[config.mk]
export PLATFORM = sky130hd
export DESIGN_NAME = delta_varint_decoder
export DESIGN_NICKNAME = d
export VERILOG_FILES = /design/src/hdl/dvd_pkg.sv /design/src/hdl/delta_varint_decoder.sv /design/src/hdl/dvd_front.sv /design/src/hdl/dvd_cmd_queue.sv /design/src/hdl/dvd_back.sv
export SDC_FILE = /design/constraint.sdc
export NUM_CORES = 1
export LEC_CHECK = 0
export BUFFER_PORTS_ARGS = -buffer_cell sky130_fd_sc_hd__buf_2
export CORE_MARGIN = 2
export CORE_UTILIZATION = 45
export DETAILED_ROUTE_END_ITERATION = 12
export PLACE_DENSITY = 0.7
export SLEW_MARGIN = 5
export SYNTH_ARGS = -nofsm -noshare
export SYNTH_HDL_FRONTEND = slang
export SYNTH_SLANG_ARGS = --single-unit
[constraint.sdc]
create_clock -name clk_i -period 14.15 [get_ports clk_i]
set_clock_uncertainty 0.1 [all_clocks]
set_input_delay 2.83 -clock clk_i [delete_from_list [all_inputs] [get_ports clk_i]]
set_output_delay 2.83 -clock clk_i [all_outputs]
set_load 0.02 [all_outputs]
[src/hdl/dvd_pkg.sv]
// Shared types and constants for the delta varint decoder.
// Depends on nothing; every other file of the decoder imports it.

package dvd_pkg;

  // Address and code geometry.
  localparam int unsigned AddrWidthDefault = 64;
  localparam int unsigned AddrFieldWidth   = 64;
  localparam int unsigned PosWidth         = 7;
  localparam int unsigned CapWidth         = 32;

  localparam logic [7:0]          DataMask    = 8'h7F;
  localparam logic [7:0]          MoreBit     = 8'h80;
  localparam logic [PosWidth-1:0] GroupBits   = 7'd7;
  localparam logic [PosWidth-1:0] OverflowPos = 7'd127;

  localparam logic [CapWidth-1:0] CapReset = 32'hFFFF_FFFF;

  // Command queue between front and back.
  localparam int unsigned QueueDepth = 2;
  localparam int unsigned QPtrWidth  = $clog2(QueueDepth);
  localparam int unsigned QCntWidth  = $clog2(QueueDepth + 1);

  // Result status codes.
  localparam logic [1:0] StatusOk       = 2'd0;
  localparam logic [1:0] StatusTruncate = 2'd1;
  localparam logic [1:0] StatusTooLong  = 2'd2;
  localparam logic [1:0] StatusCapacity = 2'd3;

  typedef enum logic [1:0] {
    CMD_GAP,
    CMD_TRUNC,
    CMD_LONG
  } cmd_kind_e;

  typedef struct packed {
    logic [7:0] code_byte;
    logic       buffer_end;
  } in_item_t;

  typedef struct packed {
    logic [AddrFieldWidth-1:0] address_value;
    logic [1:0]                decode_status;
    logic                      list_done;
  } out_item_t;

  // One classified code, handed from the front to the back.
  typedef struct packed {
    logic [AddrFieldWidth-1:0] gap;
    cmd_kind_e                 kind;
    logic                      last;
  } cmd_t;

  // Queue status seen by both sides.
  typedef struct packed {
    logic full;
    logic valid;
  } queue_status_t;

endpackage

[src/hdl/delta_varint_decoder.sv]
// Top level of the delta varint posting-list decoder.
// Depends on dvd_pkg, dvd_front, dvd_cmd_queue and dvd_back.
//
// Usage:
// The input channel (in_valid_i, in_stall_o, in_item_i) takes one encoded byte
// per item. Each byte carries seven data bits, least significant group first;
// bit 7 set means the code continues. buffer_end marks the last byte of a list.
// The output channel (out_valid_o, out_stall_i, out_item_o) delivers one item
// for every closing byte and for a final byte: the running address, a status
// and list_done. Continuation bytes that are not final produce nothing.
// The list capacity register is written through cfg_valid_i / cfg_data_i; it
// is always ready and should only be written while the decoder is idle.
// Throughput is one byte per cycle while in_stall_o is low; the gather shift
// and OR sit in the front, the 64-bit add and the capacity compare in the
// back. An accepted byte's result is registered first in the command queue,
// then in the output register.
// When the receiver stalls, the result register holds and the two-entry queue
// fills; in_stall_o rises once the queue is full and drops as soon as an
// entry drains. Reset clears all gather and accumulation state, empties the
// queue and sets the capacity to its maximum.

module delta_varint_decoder #(
  parameter int unsigned AddrWidth = dvd_pkg::AddrWidthDefault
) (
  input  logic                         clk_i,
  input  logic                         rst_ni,
  input  logic                         in_valid_i,
  output logic                         in_stall_o,
  input  dvd_pkg::in_item_t            in_item_i,
  output logic                         out_valid_o,
  input  logic                         out_stall_i,
  output dvd_pkg::out_item_t           out_item_o,
  input  logic                         cfg_valid_i,
  output logic                         cfg_ready_o,
  input  logic [dvd_pkg::CapWidth-1:0] cfg_data_i
);
  import dvd_pkg::*;

  logic          in_accept;
  logic          push;
  logic          pop;
  cmd_t          front_cmd;
  cmd_t          head_cmd;
  queue_status_t queue_status;

  // The capacity register is a plain flop, so a write can always land.
  assign cfg_ready_o = 1'b1;

  // Stall depends only on queue occupancy, never on the incoming valid.
  assign in_stall_o = queue_status.full;
  assign in_accept  = in_valid_i && !in_stall_o;

  dvd_front #(
    .AddrWidth (AddrWidth)
  ) u_front (
    .clk_i     (clk_i),
    .rst_ni    (rst_ni),
    .accept_i  (in_accept),
    .in_item_i (in_item_i),
    .push_o    (push),
    .cmd_o     (front_cmd)
  );

  dvd_cmd_queue u_queue (
    .clk_i    (clk_i),
    .rst_ni   (rst_ni),
    .push_i   (push),
    .cmd_i    (front_cmd),
    .pop_i    (pop),
    .cmd_o    (head_cmd),
    .status_o (queue_status)
  );

  dvd_back #(
    .AddrWidth (AddrWidth)
  ) u_back (
    .clk_i       (clk_i),
    .rst_ni      (rst_ni),
    .cfg_write_i (cfg_valid_i && cfg_ready_o),
    .cfg_data_i  (cfg_data_i),
    .queue_i     (queue_status),
    .cmd_i       (head_cmd),
    .pop_o       (pop),
    .out_valid_o (out_valid_o),
    .out_stall_i (out_stall_i),
    .out_item_o  (out_item_o)
  );

endmodule

[src/hdl/dvd_front.sv]
// Front end of the delta varint decoder: gathers data groups into a gap
// and classifies each finished code. Depends on dvd_pkg.

module dvd_front #(
  parameter int unsigned AddrWidth = dvd_pkg::AddrWidthDefault
) (
  input  logic             clk_i,
  input  logic             rst_ni,
  input  logic             accept_i,
  input  dvd_pkg::in_item_t in_item_i,
  output logic             push_o,
  output dvd_pkg::cmd_t    cmd_o
);
  import dvd_pkg::*;

  localparam int unsigned ShiftWidth = AddrWidth + 7;

  logic [AddrWidth-1:0]  gap_q, gap_d;
  logic [PosWidth-1:0]   pos_q, pos_d;
  logic [6:0]            data;
  logic                  more;
  logic [ShiftWidth-1:0] placed;
  logic                  lost;
  logic [AddrWidth-1:0]  gap_next;
  logic [PosWidth-1:0]   pos_next;

  assign data = 7'(in_item_i.code_byte & DataMask);
  assign more = |(in_item_i.code_byte & MoreBit);

  // The group is placed at its bit position; anything landing at or above
  // the address width means the code cannot be represented.
  assign placed = ShiftWidth'(data) << pos_q;
  assign lost   = |placed[ShiftWidth-1:AddrWidth];

  always_comb begin
    gap_next = gap_q;
    pos_next = pos_q;
    if (pos_q == OverflowPos) begin
      pos_next = OverflowPos;
    end else if (pos_q >= PosWidth'(AddrWidth)) begin
      pos_next = OverflowPos;
    end else begin
      gap_next = gap_q | placed[AddrWidth-1:0];
      pos_next = lost ? OverflowPos : pos_q + GroupBits;
    end
  end

  always_comb begin
    push_o        = accept_i && (!more || in_item_i.buffer_end);
    cmd_o.gap     = AddrFieldWidth'(gap_next);
    cmd_o.last    = in_item_i.buffer_end;
    if (more) begin
      cmd_o.kind = CMD_TRUNC;
    end else if (pos_next == OverflowPos) begin
      cmd_o.kind = CMD_LONG;
    end else begin
      cmd_o.kind = CMD_GAP;
    end
    gap_d = gap_q;
    pos_d = pos_q;
    if (accept_i) begin
      if (push_o) begin
        gap_d = '0;
        pos_d = '0;
      end else begin
        gap_d = gap_next;
        pos_d = pos_next;
      end
    end
  end

  always_ff @(posedge clk_i or negedge rst_ni) begin
    if (!rst_ni) begin
      gap_q <= '0;
      pos_q <= '0;
    end else begin
      gap_q <= gap_d;
      pos_q <= pos_d;
    end
  end

  // A code that is still being gathered never sits past the widest legal shift.
  assert property (@(posedge clk_i) disable iff (!rst_ni)
    pos_q != OverflowPos |-> pos_q <= PosWidth'(AddrWidth + 6))
    else $error("front: bit position out of range");

  // Handing a code to the queue restarts gathering from zero.
  assert property (@(posedge clk_i) disable iff (!rst_ni)
    push_o |=> (gap_q == '0 && pos_q == '0))
    else $error("front: gather state not cleared after a code");

endmodule

[src/hdl/dvd_cmd_queue.sv]
// Short command queue that decouples the decoder's front and back ends.
// Depends on dvd_pkg.

module dvd_cmd_queue (
  input  logic                   clk_i,
  input  logic                   rst_ni,
  input  logic                   push_i,
  input  dvd_pkg::cmd_t          cmd_i,
  input  logic                   pop_i,
  output dvd_pkg::cmd_t          cmd_o,
  output dvd_pkg::queue_status_t status_o
);
  import dvd_pkg::*;

  cmd_t                 entry_q [QueueDepth];
  logic [QPtrWidth-1:0] wr_ptr_q, wr_ptr_d;
  logic [QPtrWidth-1:0] rd_ptr_q, rd_ptr_d;
  logic [QCntWidth-1:0] count_q, count_d;

  function automatic logic [QPtrWidth-1:0] next_ptr(input logic [QPtrWidth-1:0] ptr);
    logic [QPtrWidth-1:0] nxt;
    if (ptr == QPtrWidth'(QueueDepth - 1)) begin
      nxt = '0;
    end else begin
      nxt = ptr + 1'b1;
    end
    return nxt;
  endfunction

  assign status_o.full  = (count_q == QCntWidth'(QueueDepth));
  assign status_o.valid = (count_q != '0);
  assign cmd_o          = entry_q[rd_ptr_q];

  always_comb begin
    wr_ptr_d = push_i ? next_ptr(wr_ptr_q) : wr_ptr_q;
    rd_ptr_d = pop_i ? next_ptr(rd_ptr_q) : rd_ptr_q;
    count_d  = count_q;
    if (push_i && !pop_i) begin
      count_d = count_q + 1'b1;
    end else if (pop_i && !push_i) begin
      count_d = count_q - 1'b1;
    end
  end

  always_ff @(posedge clk_i or negedge rst_ni) begin
    if (!rst_ni) begin
      wr_ptr_q <= '0;
      rd_ptr_q <= '0;
      count_q  <= '0;
    end else begin
      wr_ptr_q <= wr_ptr_d;
      rd_ptr_q <= rd_ptr_d;
      count_q  <= count_d;
    end
  end

  always_ff @(posedge clk_i) begin
    if (push_i) begin
      entry_q[wr_ptr_q] <= cmd_i;
    end
  end

  assert property (@(posedge clk_i) disable iff (!rst_ni)
    (push_i && !pop_i) |-> !status_o.full)
    else $error("queue: push into a full queue");

  assert property (@(posedge clk_i) disable iff (!rst_ni)
    pop_i |-> status_o.valid)
    else $error("queue: pop from an empty queue");

endmodule

[src/hdl/dvd_back.sv]
// Back end of the delta varint decoder: accumulates gaps into addresses,
// enforces the list capacity and holds the result register. Depends on dvd_pkg.

module dvd_back #(
  parameter int unsigned AddrWidth = dvd_pkg::AddrWidthDefault
) (
  input  logic                            clk_i,
  input  logic                            rst_ni,
  input  logic                            cfg_write_i,
  input  logic [dvd_pkg::CapWidth-1:0]    cfg_data_i,
  input  dvd_pkg::queue_status_t          queue_i,
  input  dvd_pkg::cmd_t                   cmd_i,
  output logic                            pop_o,
  output logic                            out_valid_o,
  input  logic                            out_stall_i,
  output dvd_pkg::out_item_t              out_item_o
);
  import dvd_pkg::*;

  logic [CapWidth-1:0]  cap_q;
  logic [AddrWidth-1:0] total_q, total_d;
  logic [CapWidth-1:0]  count_q, count_d;
  logic                 out_valid_q, out_valid_d;
  out_item_t            out_item_q, out_item_d;
  logic [AddrWidth-1:0] sum;

  assign sum   = total_q + cmd_i.gap[AddrWidth-1:0];
  assign pop_o = queue_i.valid && (!out_valid_q || !out_stall_i);

  always_comb begin
    total_d     = total_q;
    count_d     = count_q;
    out_item_d  = out_item_q;
    out_valid_d = out_valid_q && out_stall_i;
    if (pop_o) begin
      out_valid_d              = 1'b1;
      out_item_d.address_value = '0;
      out_item_d.list_done     = cmd_i.last;
      unique case (cmd_i.kind)
        CMD_GAP: begin
          if (count_q >= cap_q) begin
            out_item_d.decode_status = StatusCapacity;
          end else begin
            total_d                  = sum;
            count_d                  = count_q + 1'b1;
            out_item_d.address_value = AddrFieldWidth'(sum);
            out_item_d.decode_status = StatusOk;
          end
        end
        CMD_TRUNC: out_item_d.decode_status = StatusTruncate;
        CMD_LONG:  out_item_d.decode_status = StatusTooLong;
        default:   out_item_d.decode_status = StatusTooLong;
      endcase
      if (cmd_i.last) begin
        total_d = '0;
        count_d = '0;
      end
    end
  end

  always_ff @(posedge clk_i or negedge rst_ni) begin
    if (!rst_ni) begin
      cap_q       <= CapReset;
      total_q     <= '0;
      count_q     <= '0;
      out_valid_q <= 1'b0;
    end else begin
      if (cfg_write_i) begin
        cap_q <= cfg_data_i;
      end
      total_q     <= total_d;
      count_q     <= count_d;
      out_valid_q <= out_valid_d;
    end
  end

  always_ff @(posedge clk_i) begin
    out_item_q <= out_item_d;
  end

  assign out_valid_o = out_valid_q;
  assign out_item_o  = out_item_q;

  // Only a successful decode carries an address.
  assert property (@(posedge clk_i) disable iff (!rst_ni)
    (out_valid_o && out_item_o.decode_status != StatusOk) |-> out_item_o.address_value == '0)
    else $error("back: failed decode carries an address");

  // Ending a list leaves the accumulator ready for the next one.
  assert property (@(posedge clk_i) disable iff (!rst_ni)
    (pop_o && cmd_i.last) |=> (total_q == '0 && count_q == '0))
    else $error("back: list state not cleared at end of list");

endmodule

== Yosys cells after proc, flatten, opt, wreduce, memory -nomap -nowiden ==
Memories as Yosys holds them, arrays and structs flattened.
Cells that the tools add are included.
Operators by class
  bitwise logic cells: 2
  shift-type cells: 1
  order comparisons: 2
  reductions and logical operators: 21
  add/subtract/negate cells: 7
  mux-type cells: 24
  equal/unequal tests: 5
Operator list (count)
  two-way mux 64 bit: 6
  two-way mux 32 bit: 3
  left shift 7 x 7 -> 71 bit: 1
  adder 64 bit: 1
  OR 64 bit: 1
  adder 32 x 1 -> 32 bit (second input constant): 1
  >= comparator 32 bit: 1
  two-way mux 7 bit: 4
  == test 7 bit (second input constant): 2
  two-way mux 2 bit: 5
  adder 7 x 3 -> 7 bit (second input constant): 1
  >= comparator 7 bit (second input constant): 1
  OR reduction 7 bit: 1
  logical AND 1 bit: 6
  zero test 1 bit: 6
  nonzero test 2 bit: 3
  two-way mux 1 bit: 5
  case mux 2 bit (2 select lines): 1
  AND reduction 3 bit: 1
  adder 1 bit (second input constant): 2
  adder 2 x 1 -> 2 bit (second input constant): 1
  == test 2 x 1 -> 1 bit (second input constant): 1
  == test 2 bit (second input constant): 1
  zero test 2 bit: 1
  other kinds (5): 6
Word-level totals
  RAM bits: 134
  bits in registers: 271
  input bits: 46
  word-level logic and storage cells: 75
  memories: 1
  output and inout port bits: 70
Memories
  u_queue.entry_q: words 2, width 67, read ports 1, clocked after memory_dff 0, write ports 1, line dvd_cmd_queue.sv:15  | cmd_t entry_q [QueueDepth];

== Logic depth before layout (Yosys ltp) ==
  depth after elaboration: 8
  gate-level depth with buffers: 15
  gate-level depth less buffers: 12

== Modules after synthesis ==
From an unflattened synthesis, not the netlist that was laid out.
Unflattened totals
  cell total of the unflattened synthesis: 1979
  area total of the unflattened synthesis: 21353.0 um^2
By module, submodules not included
  dvd_back: area each 12156.7 um^2, times used 1, cells each 1334, seq. area each 5280.1 um^2
  dvd_cmd_queue: area each 5114.9 um^2, times used 1, cells each 225, seq. area each 4124.0 um^2
  dvd_front: area each 4056.4 um^2, times used 1, cells each 417, seq. area each 1776.7 um^2
  delta_varint_decoder: area each 25.0 um^2, times used 1, cells each 3, seq. area each 0.0 um^2

== Least setup slack after synthesis ==
OpenSTA, ideal clock, no wires.
  path kind: input port to flip-flop
  start point: input port in_valid_i
  end point: memory u_queue.entry_q[0][0] in the netlist's numbering (enable)
  buffers on the path: 2
  data required time: 13.557 ns
  path slack: 7.300 ns
  library setup time: 0.493 ns
  cell stages on the path: 5
  data arrival time: 6.258 ns
  path through: and2_1 -> clkbuf_1 -> nand2_1 -> clkbuf_1 -> nor2_1
Between the ends
  cells in the longest elaborated chain, start to end: 4
Ends and longest elaborated chain
  from (decl): line delta_varint_decoder.sv:27  | input logic in_valid_i,
  logical AND 1 bit: line delta_varint_decoder.sv:51  | assign in_accept = in_valid_i && !in_stall_o;
  logical AND 1 bit: line dvd_front.sv:49  | push_o = accept_i && (!more || in_item_i.buffer_end);
  two-way mux 1 bit: line dvd_cmd_queue.sv:58  | if (push_i) begin
  two-way mux 1 bit (not written as such): line dvd_cmd_queue.sv:59  | entry_q[wr_ptr_q] <= cmd_i;
  to (decl): line dvd_cmd_queue.sv:15
No other way between the ends.

== Worst setup path after layout ==
  start point: register u_queue.rd_ptr_q
  end point: register u_back.out_item_q, in the netlist u_back.out_item_o[60], data pin
Between the ends
  cells in the longest elaborated chain, start to end: 4
  elaborated cells on any way between the ends: 5
  those cells by class: add/sub (1); bitwise (1); reduce/logical (2); memory (1)
Ends and longest elaborated chain
  from (decl): line dvd_cmd_queue.sv:17  | logic [QPtrWidth-1:0] rd_ptr_q, rd_ptr_d;
  from (signal assigned): line dvd_cmd_queue.sv:52  | rd_ptr_q <= rd_ptr_d;
  memory read (2 x 67 bit) (*)
  branches (longest 3 deep; another with adder 64 bit)
  to (signal assigned): line dvd_back.sv:78  | out_item_q <= out_item_d;
  to (decl): line dvd_back.sv:24  | out_item_t out_item_q, out_item_d;
Mark *: on every way between the ends.
A chain may end at the register's enable or synchronous reset.

==> run metrics <==
status=completed; cells along the critical path=buf_4 > mux2_2 > ha_1 > a21o_1 > a21o_1 > a211oi_1 > o21ai_0 > nor4b_1 > a211oi_2 > o21ai_1 > xnor2_1 > nor2_1; EDFF count, synth=201; synth cell count leaders=201 x edfxtp_1, 200 x nand2_1, 172 x dfrtp_1, 144 x nor2_1, 138 x o21ai_0; Post-Route WL=51050 microns; GRT Util Overall=20.93%; CTS buffer count=43; max incr delay on CP=770 ps; Crit Path Class=reg -> reg; number of port buffers=114; clock period minus worst slack=4932 ps; DR vias=15.27k; Avg WL per Cell=19.26 microns; Core Area=0.04636 sq mm; post-synthesis sequential area ratio=53.09%; global-route wire length before repair=79990 microns; Seq cells post-synth=405; Die ar.=0.04855 sq mm; Synth Cell Area=0.02106 sq mm; CP Max Fanout=46; Starting Density=45.43%; Reg area=0.01118 sq mm; Worst Hold Class=reg -> reg; Final Cycle Share=34.86%; FMAX=202.8 MHz; max_cap viols=0; area grow syn2layout=11.91%; final setup TNS=0 ps; CTS Sinks=405; GP Congestion=0.9184; RR Startpoint=u_queue.rd_ptr_q$_DFFE_PN0P_; Yosys top cell by area=edfxtp_1; Post-DP HPWL=36320 microns; layout cell share with drive strength beyond 1=16.79%; vias in the first global route=14.51k; Filler cells=4074; Crit. End Element=flip-flop; DRT Pass-1 Iters=6; net count after synthesis=2075; Post-DRT Antenna Nets=0; clock latency on the worst-skew pair=580 ps; Bufs on Longest Clock Path=3; synthesized instance count=1930; syn avg cell area=10.91 sq um; RR Endpoint=u_back.out_item_o[60]$_SDFFCE_PP0P_; final hold vios=0; library cells used by synthesis=91; Rel. slew slack=23.96%; pwr dens=210.7 mW/mm^2; most used cell, CP=a21o_1; CTS tree=built; Worst Setup Start Kind=flip-flop; initial antenna violation count=0; cells on worst reg2reg path=12; post-synth top area share=28.66%; Worst-path clk slew=60 ps; Leakage=11.13 nW; Async SR Flop Fraction=50.37%; R2R setup slack=9220 ps; Critical-path top delay cell=dfrtp_2; Setup Viol. Count Final=0; Hold Crit Depth=2; post-CTS resize count=0; Root Buffer=clkbuf_16; # placed instances=2570; largest net degree at the start of global routing=80; Hold EP=u_back.total_q[33]$_DFFE_PN0P_; post-CTS setup buffer count=0; Die Y=220.3 microns; Critical Path RT=14340 ps; row cnt=79; Main synth FF type=edfxtp_1; Slew @ Worst Pin=1132 ps; Initial DRC Count=1274; Yosys warning total=0; Max Slew Vio Count=0; number of top-level pins=116; DRC=0; Hold Crit Start=u_back.total_q[33]$_DFFE_PN0P_; area of the multi-input gates=0.009268 sq mm; total grt overflow=0; cts hold-fix bufs=0; vias per std cell=5.762; Nets=2153; # diodes=0; Final Non-Filler Cells=2650; most frequent cell after synthesis=edfxtp_1; peak supply drop=0.00008901 V; Die X-Extent=220.3 microns; H-Tree Depth=2; CP arrival=5120 ps; RSZ-0062 raised after global routing=no; Synth area leaders=edfxtp_1 29%, dfrtp_1 20%, ha_1 5.8%, dfstp_2 4.0%, mux2_2 3.7%
## cell type report
type | instances | share of cell area (%)
inverter | 62 | 0.9927
multi-input combinational | 1368 | 39.32
timing repair buffer | 128 | 2.904
clock buffer | 58 | 5.144
clock inverter | 22 | 0.9715
sequential | 405 | 47.44
tap | 607 | 3.222
## through the flow
stage          utilization (%)  total power [mW]  hold WS (ps)  worst slack, ps  area, sq um
2_1_floorplan                -             3.208         355.1             7300        21060
3_3_place_gp             47.73             3.789         369.2             8687        22130
3_5_place_dp             47.73             3.826         379.6             8660        22130
4_1_cts                  50.84             4.985         397.3             9279        23570
5_1_grt                  50.84             5.264         422.2             9021        23570
6_report                 50.84             4.967         394.2             9218        23570
## cells by family after synthesis
logic type	count (synthesis)	share of synthesized area (%)
mux	81	4.260
buf+inv	157	3.006
flops	405	53.09
simple gates	544	12.13
fa+ha+maj	99	5.917
other cells	1	0.01781
compound gates	563	18.25
xor+xnor	80	3.327
## power breakdown
part           switching (mW)  internal, mW  leakage [nW]
combinational            1.37         0.707          5.79
sequential              0.146          1.60          4.63
clock                   0.483         0.663         0.706
## layout by cell type (no fill, tap or decap), drive strengths merged, types with 9 or more instances in the layout
cell type and n:
o211a 63, xor2 39, o31ai 16, mux2 69, a21o 81, a31o 10, and3 21, a21oi 115
o21a 12, a22o 15, inv 61, and4 9, dfstp 32, nand4 30, dfrtp 172, a211oi 14
nor3 28, clkbuf 59, nor2b 11, nand2 201, xnor2 41, ha 98, a31oi 9, nand3 36
and2 27, clkinv 18, mux2i 12, o21bai 18, buf 127, edfxtp 201, o21ai 159, nor2 145
## critical path, delay by kind of cell, from the launching register on
family,cells,cell delay (ps)
xor gates and xnor gates,1,300
AOI/OAI and AO/OA,6,1740
DFF,1,770
muxes,1,430
buffers and inverters,1,620
adders and majority gates,1,360
and+or+nand+nor,2,270
## layer usage
metal / track usage (%) / part of all wire [%] / up-vias
met5: 0 / 0 / -
met4: 6.309 / 2.3 / 0
met3: 3.065 / 5.5 / 81
met2: 32.37 / 46 / 438
met1: 30.52 / 46 / 7509
li1: - / - / 7242
## worst max path at each step
| stage | slack [ps] | cells after the start | endpoint | startpoint |
|---|---|---|---|---|
| global route | 9020 | 12 | u_back.out_item_o[61]$_SDFFCE_PP0P_ | u_queue.rd_ptr_q$_DFFE_PN0P_ |
| CTS | 9280 | 7 | u_queue.entry_q[0][54]$_DFFE_PP_ | in_valid_i |
| finish | 9220 | 12 | u_back.out_item_o[60]$_SDFFCE_PP0P_ | u_queue.rd_ptr_q$_DFFE_PN0P_ |
| global placement | 8690 | 7 | u_queue.entry_q[0][53]$_DFFE_PP_ | in_valid_i |
| floorplan | 7300 | 5 | u_queue.entry_q[0][0]$_DFFE_PP_ | in_valid_i |
| detailed placement | 8660 | 7 | u_queue.entry_q[0][39]$_DFFE_PP_ | in_valid_i |
## sequential cells by signal (all words and copies together), names as in the netlist
name,cells
u_front.gap_q,64
u_queue.entry_q,134
u_queue.wr_ptr_q,1
u_back.total_q,64
u_front.pos_q,7
u_back.count_q,32
u_queue.rd_ptr_q,1
u_back.out_valid_o,1
u_back.out_item_o,67
u_queue.count_q,2
u_back.cap_q,32
Note: power is estimated with default switching activity, not from simulation.
